File: src/hw/rtl/my86_pkg.sv
// Package for the mini Y86 execute unit: sizes, instruction codes and flag helpers.
`timescale 1ns / 1ps
package my86_pkg;

  localparam int unsigned NumRegs  = 16;
  localparam int unsigned MemWords = 16;

  localparam int unsigned RegIdxW = (NumRegs > 1) ? $clog2(NumRegs) : 1;
  localparam int unsigned MemIdxW = (MemWords > 1) ? $clog2(MemWords) : 1;

  localparam int unsigned ModeW  = 4;
  localparam int unsigned RegSelW = 4;
  localparam int unsigned WordW  = 32;

  // Overflow window for OF: result must lie in -128..127
  localparam int unsigned OfKeepW = 7;

  typedef logic [WordW-1:0] word_t;

  typedef enum logic [ModeW-1:0] {
    OpAdd   = 4'd0,
    OpSub   = 4'd1,
    OpCmp   = 4'd2,
    OpRrmov = 4'd3,
    OpIrmov = 4'd4,
    OpRmmov = 4'd5,
    OpMrmov = 4'd6,
    OpJe    = 4'd7,
    OpJne   = 4'd8,
    OpJg    = 4'd9,
    OpJl    = 4'd10
  } mode_e;

  typedef struct packed {
    logic zf;
    logic sf;
    logic of;
  } cc_t;

  function automatic cc_t codes_of(word_t r);
    cc_t c;
    c.zf = (r == '0);
    c.sf = r[WordW-1];
    c.of = !((r[WordW-1:OfKeepW] == '0) || (r[WordW-1:OfKeepW] == '1));
    return c;
  endfunction

endpackage

File: src/hw/rtl/mini_y86_execute_unit.sv
// Top level of the mini Y86 execute unit: operand fetch, execute and result register.
`timescale 1ns / 1ps
// An accepted input passes through the operand register and then the result register before its result is valid.
// Throughput: one transaction per cycle; the operand stage advances whenever the result
//   register is empty or being drained, and register reads bypass the write in flight.
// Reset: rst_ni clears the pipeline valids, the condition codes, the register file valid
//   bits (unwritten registers read as zero) and the data memory words.
module mini_y86_execute_unit (
  input  logic                            clk_i,
  input  logic                            rst_ni,
  input  logic                            in_valid_i,
  output logic                            in_ready_o,
  input  logic [my86_pkg::ModeW-1:0]      mode_i,
  input  logic [my86_pkg::RegSelW-1:0]    src_reg_i,
  input  logic [my86_pkg::RegSelW-1:0]    dst_reg_i,
  input  logic signed [my86_pkg::WordW-1:0] immediate_i,
  output logic                            out_valid_o,
  input  logic                            out_ready_i,
  output logic signed [my86_pkg::WordW-1:0] write_value_o,
  output logic                            zero_flag_o,
  output logic                            sign_flag_o,
  output logic                            overflow_flag_o,
  output logic                            branch_taken_o,
  output logic                            address_fault_o
);
  import my86_pkg::*;

  // ---------------------------------------------------------------------------
  // State
  // ---------------------------------------------------------------------------
  word_t               rf_q [NumRegs];   // register file storage, no reset
  logic [NumRegs-1:0]  rf_vld_q;         // invalid entry reads as zero
  word_t               dm_q [MemWords];  // data memory, small enough for flops
  cc_t                 cc_q, cc_d;

  // Operand stage
  logic                  a_vld_q;
  logic [ModeW-1:0]      a_mode_q;
  logic [RegSelW-1:0]    a_ra_q, a_rb_q;
  word_t                 a_imm_q;
  word_t                 a_va_q, a_vb_q;

  // Result stage
  logic                  r_vld_q;
  word_t                 r_wv_q, r_wv_d;
  cc_t                   r_cc_q;
  logic                  r_taken_q, r_taken_d;
  logic                  r_fault_q, r_fault_d;

  // Handshake
  logic fire;       // operand stage moves into result register
  logic in_acc;

  assign fire       = a_vld_q && (!r_vld_q || out_ready_i);
  assign in_ready_o = !a_vld_q || fire;
  assign in_acc     = in_valid_i && in_ready_o;

  // ---------------------------------------------------------------------------
  // Execute
  // ---------------------------------------------------------------------------
  logic                 wr_en;
  logic [RegSelW-1:0]   wr_idx;
  word_t                wr_data;
  logic                 st_en;
  word_t                addr;
  logic                 addr_ok;
  logic [MemIdxW-1:0]   slot;
  word_t                sum, diff;

  assign sum     = a_vb_q + a_va_q;
  assign diff    = a_vb_q - a_va_q;
  assign addr    = a_vb_q + a_imm_q;
  // Unsigned compare also rejects negative addresses (sign bit set)
  assign addr_ok = (addr < WordW'(MemWords));
  assign slot    = addr[MemIdxW-1:0];

  always_comb begin
    r_wv_d    = '0;
    r_taken_d = 1'b0;
    r_fault_d = 1'b0;
    cc_d      = cc_q;
    wr_en     = 1'b0;
    wr_idx    = a_rb_q;
    wr_data   = '0;
    st_en     = 1'b0;
    case (mode_e'(a_mode_q))
      OpAdd: begin
        r_wv_d = sum;
        cc_d   = codes_of(sum);
        wr_en  = 1'b1;
      end
      OpSub: begin
        r_wv_d = diff;
        cc_d   = codes_of(diff);
        wr_en  = 1'b1;
      end
      OpCmp: begin
        r_wv_d = diff;
        cc_d   = codes_of(diff);
      end
      OpRrmov: begin
        r_wv_d = a_va_q;
        wr_en  = 1'b1;
      end
      OpIrmov: begin
        r_wv_d = a_imm_q;
        wr_en  = 1'b1;
      end
      OpRmmov: begin
        if (addr_ok) begin
          r_wv_d = a_va_q;
          st_en  = 1'b1;
        end else begin
          r_fault_d = 1'b1;
        end
      end
      OpMrmov: begin
        wr_idx = a_ra_q;
        if (addr_ok) begin
          r_wv_d = dm_q[slot];
          wr_en  = 1'b1;
        end else begin
          r_fault_d = 1'b1;
        end
      end
      OpJe:  r_taken_d = cc_q.zf;
      OpJne: r_taken_d = !cc_q.zf;
      OpJg:  r_taken_d = !(cc_q.sf ^ cc_q.of) && !cc_q.zf;
      OpJl:  r_taken_d = cc_q.sf ^ cc_q.of;
      default: begin
        // unused opcodes: no state change, zero result
        r_wv_d = '0;
      end
    endcase
    wr_data = r_wv_d;
    // Writes to a register index past the file are dropped
    wr_en   = wr_en && fire && ({1'b0, wr_idx} < (RegSelW + 1)'(NumRegs));
    st_en   = st_en && fire;
  end

  // ---------------------------------------------------------------------------
  // Register file: write port from execute, two read ports into operand stage.
  // Reads bypass the same-cycle write so back-to-back dependents see it.
  // ---------------------------------------------------------------------------
  always_ff @(posedge clk_i) begin
    if (wr_en) begin
      rf_q[wr_idx[RegIdxW-1:0]] <= wr_data;
    end
  end

  always_ff @(posedge clk_i or negedge rst_ni) begin
    if (!rst_ni) begin
      rf_vld_q <= '0;
    end else if (wr_en) begin
      rf_vld_q[wr_idx[RegIdxW-1:0]] <= 1'b1;
    end
  end

  always_ff @(posedge clk_i) begin
    if (in_acc) begin
      a_mode_q <= mode_i;
      a_ra_q   <= src_reg_i;
      a_rb_q   <= dst_reg_i;
      a_imm_q  <= word_t'(immediate_i);
      if ({1'b0, src_reg_i} >= (RegSelW + 1)'(NumRegs)) begin
        a_va_q <= '0;
      end else if (wr_en && (wr_idx == src_reg_i)) begin
        a_va_q <= wr_data;
      end else if (rf_vld_q[src_reg_i[RegIdxW-1:0]]) begin
        a_va_q <= rf_q[src_reg_i[RegIdxW-1:0]];
      end else begin
        a_va_q <= '0;
      end
      if ({1'b0, dst_reg_i} >= (RegSelW + 1)'(NumRegs)) begin
        a_vb_q <= '0;
      end else if (wr_en && (wr_idx == dst_reg_i)) begin
        a_vb_q <= wr_data;
      end else if (rf_vld_q[dst_reg_i[RegIdxW-1:0]]) begin
        a_vb_q <= rf_q[dst_reg_i[RegIdxW-1:0]];
      end else begin
        a_vb_q <= '0;
      end
    end
  end

  // ---------------------------------------------------------------------------
  // Data memory and condition codes
  // ---------------------------------------------------------------------------
  always_ff @(posedge clk_i or negedge rst_ni) begin
    if (!rst_ni) begin
      for (int k = 0; k < MemWords; k++) begin
        dm_q[k] <= '0;
      end
    end else if (st_en) begin
      dm_q[slot] <= a_va_q;
    end
  end

  always_ff @(posedge clk_i or negedge rst_ni) begin
    if (!rst_ni) begin
      cc_q <= '0;
    end else if (fire) begin
      cc_q <= cc_d;
    end
  end

  // ---------------------------------------------------------------------------
  // Pipeline valids and result register
  // ---------------------------------------------------------------------------
  always_ff @(posedge clk_i or negedge rst_ni) begin
    if (!rst_ni) begin
      a_vld_q <= 1'b0;
      r_vld_q <= 1'b0;
    end else begin
      if (in_acc) begin
        a_vld_q <= 1'b1;
      end else if (fire) begin
        a_vld_q <= 1'b0;
      end
      if (fire) begin
        r_vld_q <= 1'b1;
      end else if (out_ready_i) begin
        r_vld_q <= 1'b0;
      end
    end
  end

  always_ff @(posedge clk_i) begin
    if (fire) begin
      r_wv_q    <= r_wv_d;
      r_cc_q    <= cc_d;
      r_taken_q <= r_taken_d;
      r_fault_q <= r_fault_d;
    end
  end

  assign out_valid_o     = r_vld_q;
  assign write_value_o   = signed'(r_wv_q);
  assign zero_flag_o     = r_cc_q.zf;
  assign sign_flag_o     = r_cc_q.sf;
  assign overflow_flag_o = r_cc_q.of;
  assign branch_taken_o  = r_taken_q;
  assign address_fault_o = r_fault_q;

endmodule
File: config.mk
export PLATFORM = sky130hd
export DESIGN_NAME = mini_y86_execute_unit
export DESIGN_NICKNAME = d
export VERILOG_FILES = /design/src/hw/rtl/my86_pkg.sv /design/src/hw/rtl/mini_y86_execute_unit.sv
export SDC_FILE = /design/constraint.sdc
export NUM_CORES = 2
export LEC_CHECK = 0
export ABC_CLOCK_PERIOD_IN_PS = 7730
export BUFFER_PORTS_ARGS = -buffer_cell sky130_fd_sc_hd__buf_2
export CAP_MARGIN = 20
export CORE_MARGIN = 4
export CORE_UTILIZATION = 50
export DETAILED_ROUTE_END_ITERATION = 10
export PLACE_DENSITY = 0.68
export SETUP_SLACK_MARGIN = 0.05
export SYNTH_ARGS = -nofsm -noshare
export SYNTH_HDL_FRONTEND = slang
export SYNTH_SLANG_ARGS = --single-unit
export TNS_END_PERCENT = 20
File: constraint.sdc
create_clock -name clk_i -period 7.73 [get_ports clk_i]
set_input_delay 0.773 -clock clk_i [delete_from_list [all_inputs] [get_ports clk_i]]
set_output_delay 0.773 -clock clk_i [all_outputs]
set_load 0.05 [all_outputs]
### Yosys cells after proc, flatten, opt, wreduce, memory -nomap -nowiden

Memories as Yosys holds them, arrays and structs flattened.
Index checks and enable logic that the tools add are counted.

| word-level totals | value |
|---|---|
| bits in latches | 0 |
| memories kept | 1 |
| bits in writable memories | 512 |
| ROM bits | 0 |
| logic and storage cells | 123 |
| output and inout bits | 39 |
| bits of input ports | 48 |
| register bits after elaboration | 678 |

Memories:

| name | depth | bits a word | rd ports | clocked after memory_dff | wr ports | RTL line | RTL |
|---|---|---|---|---|---|---|---|
| rf_q | 16 | 32 | 2 | 0 | 1 | mini_y86_execute_unit.sv:31 | `word_t rf_q [NumRegs];` |

| operators by class | value |
|---|---|
| shifts and indexed selects | 0 |
| bitwise operators | 3 |
| reduce and logical (&&, ||, !) cells | 29 |
| magnitude comparators | 7 |
| divide/modulo/power cells | 0 |
| add/subtract/negate cells | 3 |
| multiply operators | 0 |
| muxes and demuxes | 32 |
| equal/unequal tests | 14 |

Operators with widths:

| operator | number |
|---|---|
| 512-bit bitwise mux | 1 |
| 32-bit 2-to-1 mux | 9 |
| 32-bit one-hot mux with 6 select lines | 1 |
| 32-bit binary-select mux with 4-bit select | 1 |
| 32-bit demux with 4-bit select | 1 |
| 32-bit adder | 2 |
| 32-bit logical NOT | 2 |
| 25-bit == test, second input constant | 2 |
| 25-bit logical NOT | 2 |
| 32-bit by 5-bit less-than comparator with 1-bit output, second input constant | 1 |
| 32-bit subtractor | 1 |
| 4-bit by 3-bit == test with 1-bit output, second input constant | 4 |
| 16-bit OR | 1 |
| 4-bit by 5-bit less-than comparator with 1-bit output, second input constant | 3 |
| 4-bit == test, second input constant | 3 |
| 1-bit 2-to-1 mux | 12 |
| 1-bit logical AND | 9 |
| 1-bit binary-select mux with 4-bit select | 2 |
| 4-bit by 2-bit == test with 1-bit output, second input constant | 2 |
| 4-bit == test | 2 |
| 1-bit logical NOT | 6 |
| 3-bit one-hot mux with 2 select lines | 1 |
| 5-bit greater-or-equal comparator, second input constant | 1 |
| 5-bit by 1-bit less-than comparator with 1-bit output, second input constant | 1 |
| 13 further kinds | 18 |

### Depth between registers and ports, before layout

| depth | value |
|---|---|
| depth in word-level cells | 8 |
| mapped depth | 17 |
| mapped depth without buffers | 15 |

### Worst setup path before layout

No wires, ideal clock.

| timing | value |
|---|---|
| kind | register to register |
| start | reg a_vb_q[0] |
| end | mem rf_q[10][0] (netlist bit), enable pin |
| data arrival time | 6,686 ps |
| setup time | 504 ps |
| cell stages (with the launch flop) | 16 |
| slack | 541 ps |
| cell sequence | edfxtp_1 > ha_1 > inv_1 > fa_1 > nor2b_1 > o211a_1 > o31ai_4 > a211oi_2 > o21a_1 > o211ai_1 > nor4_1 > or4b_1 > o41a_1 > buf_4 > buf_6 > nor4_1 |

| between the ends | value |
|---|---|
| word-level cells in the longest chain between the ends | 7 |

Ends and longest elaborated chain:

| what | RTL line | RTL |
|---|---|---|
| from (decl) | mini_y86_execute_unit.sv:41 | `word_t a_va_q, a_vb_q;` |
| from (signal assigned) | mini_y86_execute_unit.sv:177 | `a_vb_q <= wr_data;` |
| from (signal assigned) | mini_y86_execute_unit.sv:179 | `a_vb_q <= rf_q[dst_reg_i[RegIdxW-1:0]];` |
| 32-bit adder | mini_y86_execute_unit.sv:72 | `assign addr = a_vb_q + a_imm_q;` |
| 32-bit by 5-bit less-than comparator with 1-bit output | mini_y86_execute_unit.sv:74 | `assign addr_ok = (addr < WordW'(MemWords));` |
| 1-bit 2-to-1 mux | mini_y86_execute_unit.sv:119 | `if (addr_ok) begin` |
| 1-bit one-hot mux with 2 select lines | mini_y86_execute_unit.sv:86 | `case (mode_e'(a_mode_q))` |
| 1-bit logical AND | mini_y86_execute_unit.sv:137 | `wr_en = wr_en && fire && ({1'b0, wr_idx} < (RegSelW + 1)'(NumRegs));` |
| 1-bit 2-to-1 mux | mini_y86_execute_unit.sv:146 | `if (wr_en) begin` |
| 1-bit 2-to-1 mux (not written as such) | mini_y86_execute_unit.sv:147 | `rf_q[wr_idx[RegIdxW-1:0]] <= wr_data;` |
| to (decl) | mini_y86_execute_unit.sv:31 |  |

Every way passes these cells.

### Worst setup path in the final report

| timing | value |
|---|---|
| start | reg a_va_q[16] |
| end | mem rf_q[12][31] (netlist bit) (data pin) |

| between the ends | value |
|---|---|
| word-level cells in the longest chain between the ends | 2 |
| elaborated cells on any way between the ends | 3 |

Ends and longest elaborated chain:

| what | RTL line | RTL |
|---|---|---|
| from (decl) | mini_y86_execute_unit.sv:41 |  |
| from (signal assigned) | mini_y86_execute_unit.sv:168 | `a_va_q <= wr_data;` |
| from (signal assigned) | mini_y86_execute_unit.sv:170 | `a_va_q <= rf_q[src_reg_i[RegIdxW-1:0]];` |
| 32-bit subtractor / 32-bit adder (equally long branches) | mini_y86_execute_unit.sv:71, mini_y86_execute_unit.sv:70 |  |
| 32-bit one-hot mux with 6 select lines (*) | mini_y86_execute_unit.sv:86 |  |
| via r_wv_d[31] | mini_y86_execute_unit.sv:45 | `word_t r_wv_q, r_wv_d;` |

Mark *: on every way through the listed nets, which the timed path passes. The rest lies on a longest branch.

==> impl_metrics.yaml <==
run_status:
  status: "completed"
job:
  max_cap_violations: 0
die:
  core-area_um2: 120000
  dieWidth_um: 357
  start_util_pct: 50.6
  die_area_um2: 127000
  rows: 127
  fp.dieH_um: 357
  pin_count: 87
placement:
  numPortBuffers: 86
  post-dp-hpwl_mm: 115
  gp_congestion: 0.976
grt:
  grt_pass1_wl_mm: 269
  met1_usage_pct: 41.3
  grt_pass1_vias: 39000
  grtUsageTotal_pct: 28.8
  use_met3_pct: 5.68
  antenna_found_initial: 5
  grt-busiest-layer: "met2"
  globalRouteMet2Util_pct: 43.7
  grt.overflow.total: 0
  grt_max_degree: 194
detailed_routing:
  first_pass_iters: 6
  drc: 0
  drtIter0Drc: 5416
  vias_per_cell: 6.67
  wl_per_cell_um: 31.3
  vias: 38800
  drt_wl_total_mm: 182
  drtAntennaViolNets: 0
worst_setup_path:
  cp.arrival_ns: 6.50
  path_class: "register to register"
  crit_chain: "inv_1, ha_1, nand4_1, nor2_1, o31a_1, o211ai_1, a21o_1, a211oi_1, o22a_1, nand2_1, a21oi_1, inv_1"
  max_stage_delay_ns: 1.05
  required_ns: 8.07
  timing.rr.start: "a_va_q[16]"
  cp_slowest_cell: "edfxtp_1"
  crit_start: "a_va_q[16]"
  cp-start-kind: "register"
  worst_setup_path_end_kind: "register"
  cpMostUsedCell: "inv_1"
  crit_family: "compound AO/OA/AOI/OAI gates"
  path_buf_inv: 2
  crit_fanout: 19
sta:
  maxSlewViolCount: 0
  fin_worst_skew_ns: 0.0482
  fmax_mhz: 162
  rsz0062_at_grt: "no"
  hold_viol_final: 0
  relSlewSlack_pct: 15.9
  tightestPinTransition_ns: 1.26
  post-route-period-util_pct: 79.7
  finalCriticalPeriod_ns: 6.16
  setup_tns_ns: 0
  finalSetupViolCount: 0
logic_synthesis:
  ys_seq_elements: 1190
  synthCells: 4100
  ys_warn_count: 0
  synthArstFlopShare_pct: 44.8
  netlist_area_um2: 60800
  synth_nets: 4244
  synth-seq-area-share_pct: 54.4
  synth_top_flop_cell: "edfxtp_1"
  synth_area_per_cell_um2: 14.8
  synth_edf_count: 657
  synth_cell_types: 93
power_and_ir_drop:
  p_per_area_nw_per_um2: 244
  vdd_drop_max_mv: 0.236
  p_leak_nw: 26.9
layout:
  final_common_cell: "edfxtp_1"
  fillers: 9449
  seqCellArea_um2: 33100
  syn2layout_area_growth_pct: 11.0
  final_layout_size_suffix_gt1_share_pct: 24.4
  multi_input_area_um2: 26200
  nNetsFinal: 4254
  final_cell_mix: "edfxtp_1 (657), dfrtp_1 (533), mux4_2 (458)"
  utilization_pct: 56.1
cts:
  htree_levels: 3
  cts_resized: 0
  hold_buffers: 0
  post_cts_buffers: 0
  cts_sinks: 1190
  cts-root-buf: "clkbuf_16"
  clk_latency_ns: 0.77
  cts_buffers: 120
  cts_buffer_depth: 3
  clk_pin_slew_ns: 0.07
  cts_tree: "done"
worst_hold_path:
  hp-class: "input port to async pin"
[worst register-to-register path, stage by stage, from the launching register on]
cell and delay [ns]:
edfxtp_1 1.05, inv_1 0.14, ha_1 0.71, nand4_1 0.45, nor2_1 0.34, o31a_1 0.29, o211ai_1 0.24, a21o_1 0.21
a211oi_1 0.67, o22a_1 0.35, nand2_1 0.13, a21oi_1 0.64, inv_1 0.51
[metal layers]
layer	vias up	share of wire [%]	wire length, µm
met5	-	0	0
met4	0	4.4	8090
met3	341	9.6	17500
met2	2085	45	82500
met1	20300	41	73900
li1	16100	-	-
[cell usage after synthesis (9+ instances only)]
| cell | n | area share, % |
|---|---|---|
| and3_1 | 14 | 0.14 |
| ha_1 | 93 | 1.9 |
| o2111ai_1 | 9 | 0.13 |
| clkbuf_1 | 181 | 1.1 |
| xnor2_1 | 49 | 0.71 |
| a221oi_1 | 16 | 0.23 |
| a221o_1 | 9 | 0.15 |
| o21bai_1 | 11 | 0.14 |
| mux2_1 | 404 | 7.5 |
| o221ai_1 | 10 | 0.14 |
| a31oi_1 | 14 | 0.14 |
| nor4b_1 | 10 | 0.14 |
| o21ai_1 | 9 | 0.074 |
| o21ai_0 | 104 | 0.86 |
| a21o_1 | 19 | 0.23 |
| nand2b_1 | 18 | 0.19 |
| nand2_1 | 310 | 1.9 |
| nand3_1 | 122 | 1.0 |
| xor2_1 | 15 | 0.22 |
| or2_1 | 16 | 0.16 |
| buf_1 | 51 | 0.31 |
| dfrtp_1 | 533 | 22 |
| o31ai_1 | 9 | 0.11 |
| nand4_1 | 26 | 0.27 |
| o211ai_1 | 22 | 0.27 |
| buf_2 | 35 | 0.29 |
| nor2b_1 | 20 | 0.21 |
| mux4_2 | 458 | 17 |
| nor3_1 | 33 | 0.27 |
| mux2_2 | 116 | 2.1 |
| or3_1 | 9 | 0.093 |
| a211oi_1 | 23 | 0.28 |
| mux2i_1 | 73 | 1.2 |
| nor2_1 | 100 | 0.62 |
| inv_1 | 102 | 0.63 |
| buf_4 | 44 | 0.54 |
| o21a_1 | 16 | 0.20 |
| a22oi_1 | 15 | 0.19 |
| a21oi_1 | 123 | 1.0 |
| a222oi_1 | 15 | 0.25 |
| and2_1 | 13 | 0.13 |
| edfxtp_1 | 657 | 32 |
| nor4_1 | 36 | 0.37 |
[final timing paths]
path	end	slack, ns	cells past startpoint
hold reg to reg	dm_q[251]	0.48	1
setup reg to reg	rf_q[12][31]	1.57	12
min in group clk_i	a_imm_q[20]	0.18	1
max in group asynchronous	rf_vld_q[11]	5.79	3
setup / recovery	rf_q[12][31]	1.57	12
hold / removal	dm_q[421]	0.05	1
[sequential cells by signal (all words and copies together), names as in the netlist, 3 cells and up]
| register | flops |
|---|---|
| a_imm_q | 32 |
| a_mode_q | 4 |
| a_ra_q | 4 |
| a_rb_q | 4 |
| a_va_q | 32 |
| a_vb_q | 32 |
| cc_q | 3 |
| dm_q | 512 |
| rf_q | 512 |
| rf_vld_q | 16 |
| write_value_o | 32 |
[report_power, final]
group | leakage [nW] | switching [mW] | internal [mW] | total [mW]
registers | 13.6 | 0.202 | 6.97 | 7.17
clock network | 2.04 | 2.55 | 3.65 | 6.21
logic | 11.3 | 2.16 | 0.966 | 3.13
total | 26.9 | 4.92 | 11.6 | 16.5
[per-stage QoR]
step                power (mW)  hold slack, ns  cell area, µm²  worst slack, ns  std cells
floorplan                 9.12           0.445           60800            0.541       4100
global placement          10.3           0.460           63000             1.87       5590
detailed placement        10.3           0.469           63200             1.80       5595
CTS                       16.5          0.0495           67400             1.76       5818
global route              17.1          0.0800           67500             1.37       5823
finish                    16.5          0.0514           67500             1.57       5824
[logic make-up (layout without fill, tap and decap cells)]
logic type	after synthesis	after routing	share of synthesized area [%]
AOI/OAI and AO/OA	498	498	5.59
DFF	1190	1190	54.4
muxes	1051	1051	27.8
adders and majority gates	96	96	2.01
other	0	1	0
xor gates and xnor gates	64	64	0.922
and+or+nand+nor	787	787	6.40
buffers and inverters	414	525	2.91
[cell type report]
type	count	share of cell area (%)
Clock inverter	59	1.30
Clock buffer	164	4.98
Tap cell	1612	2.99
Inverter	102	0.567
Timing Repair Buffer	200	2.34
Antenna cell	1	0.00371
Multi-Input combinational cell	2496	38.8
Sequential cell	1190	49.0
(Power assumes the default switching activity.)
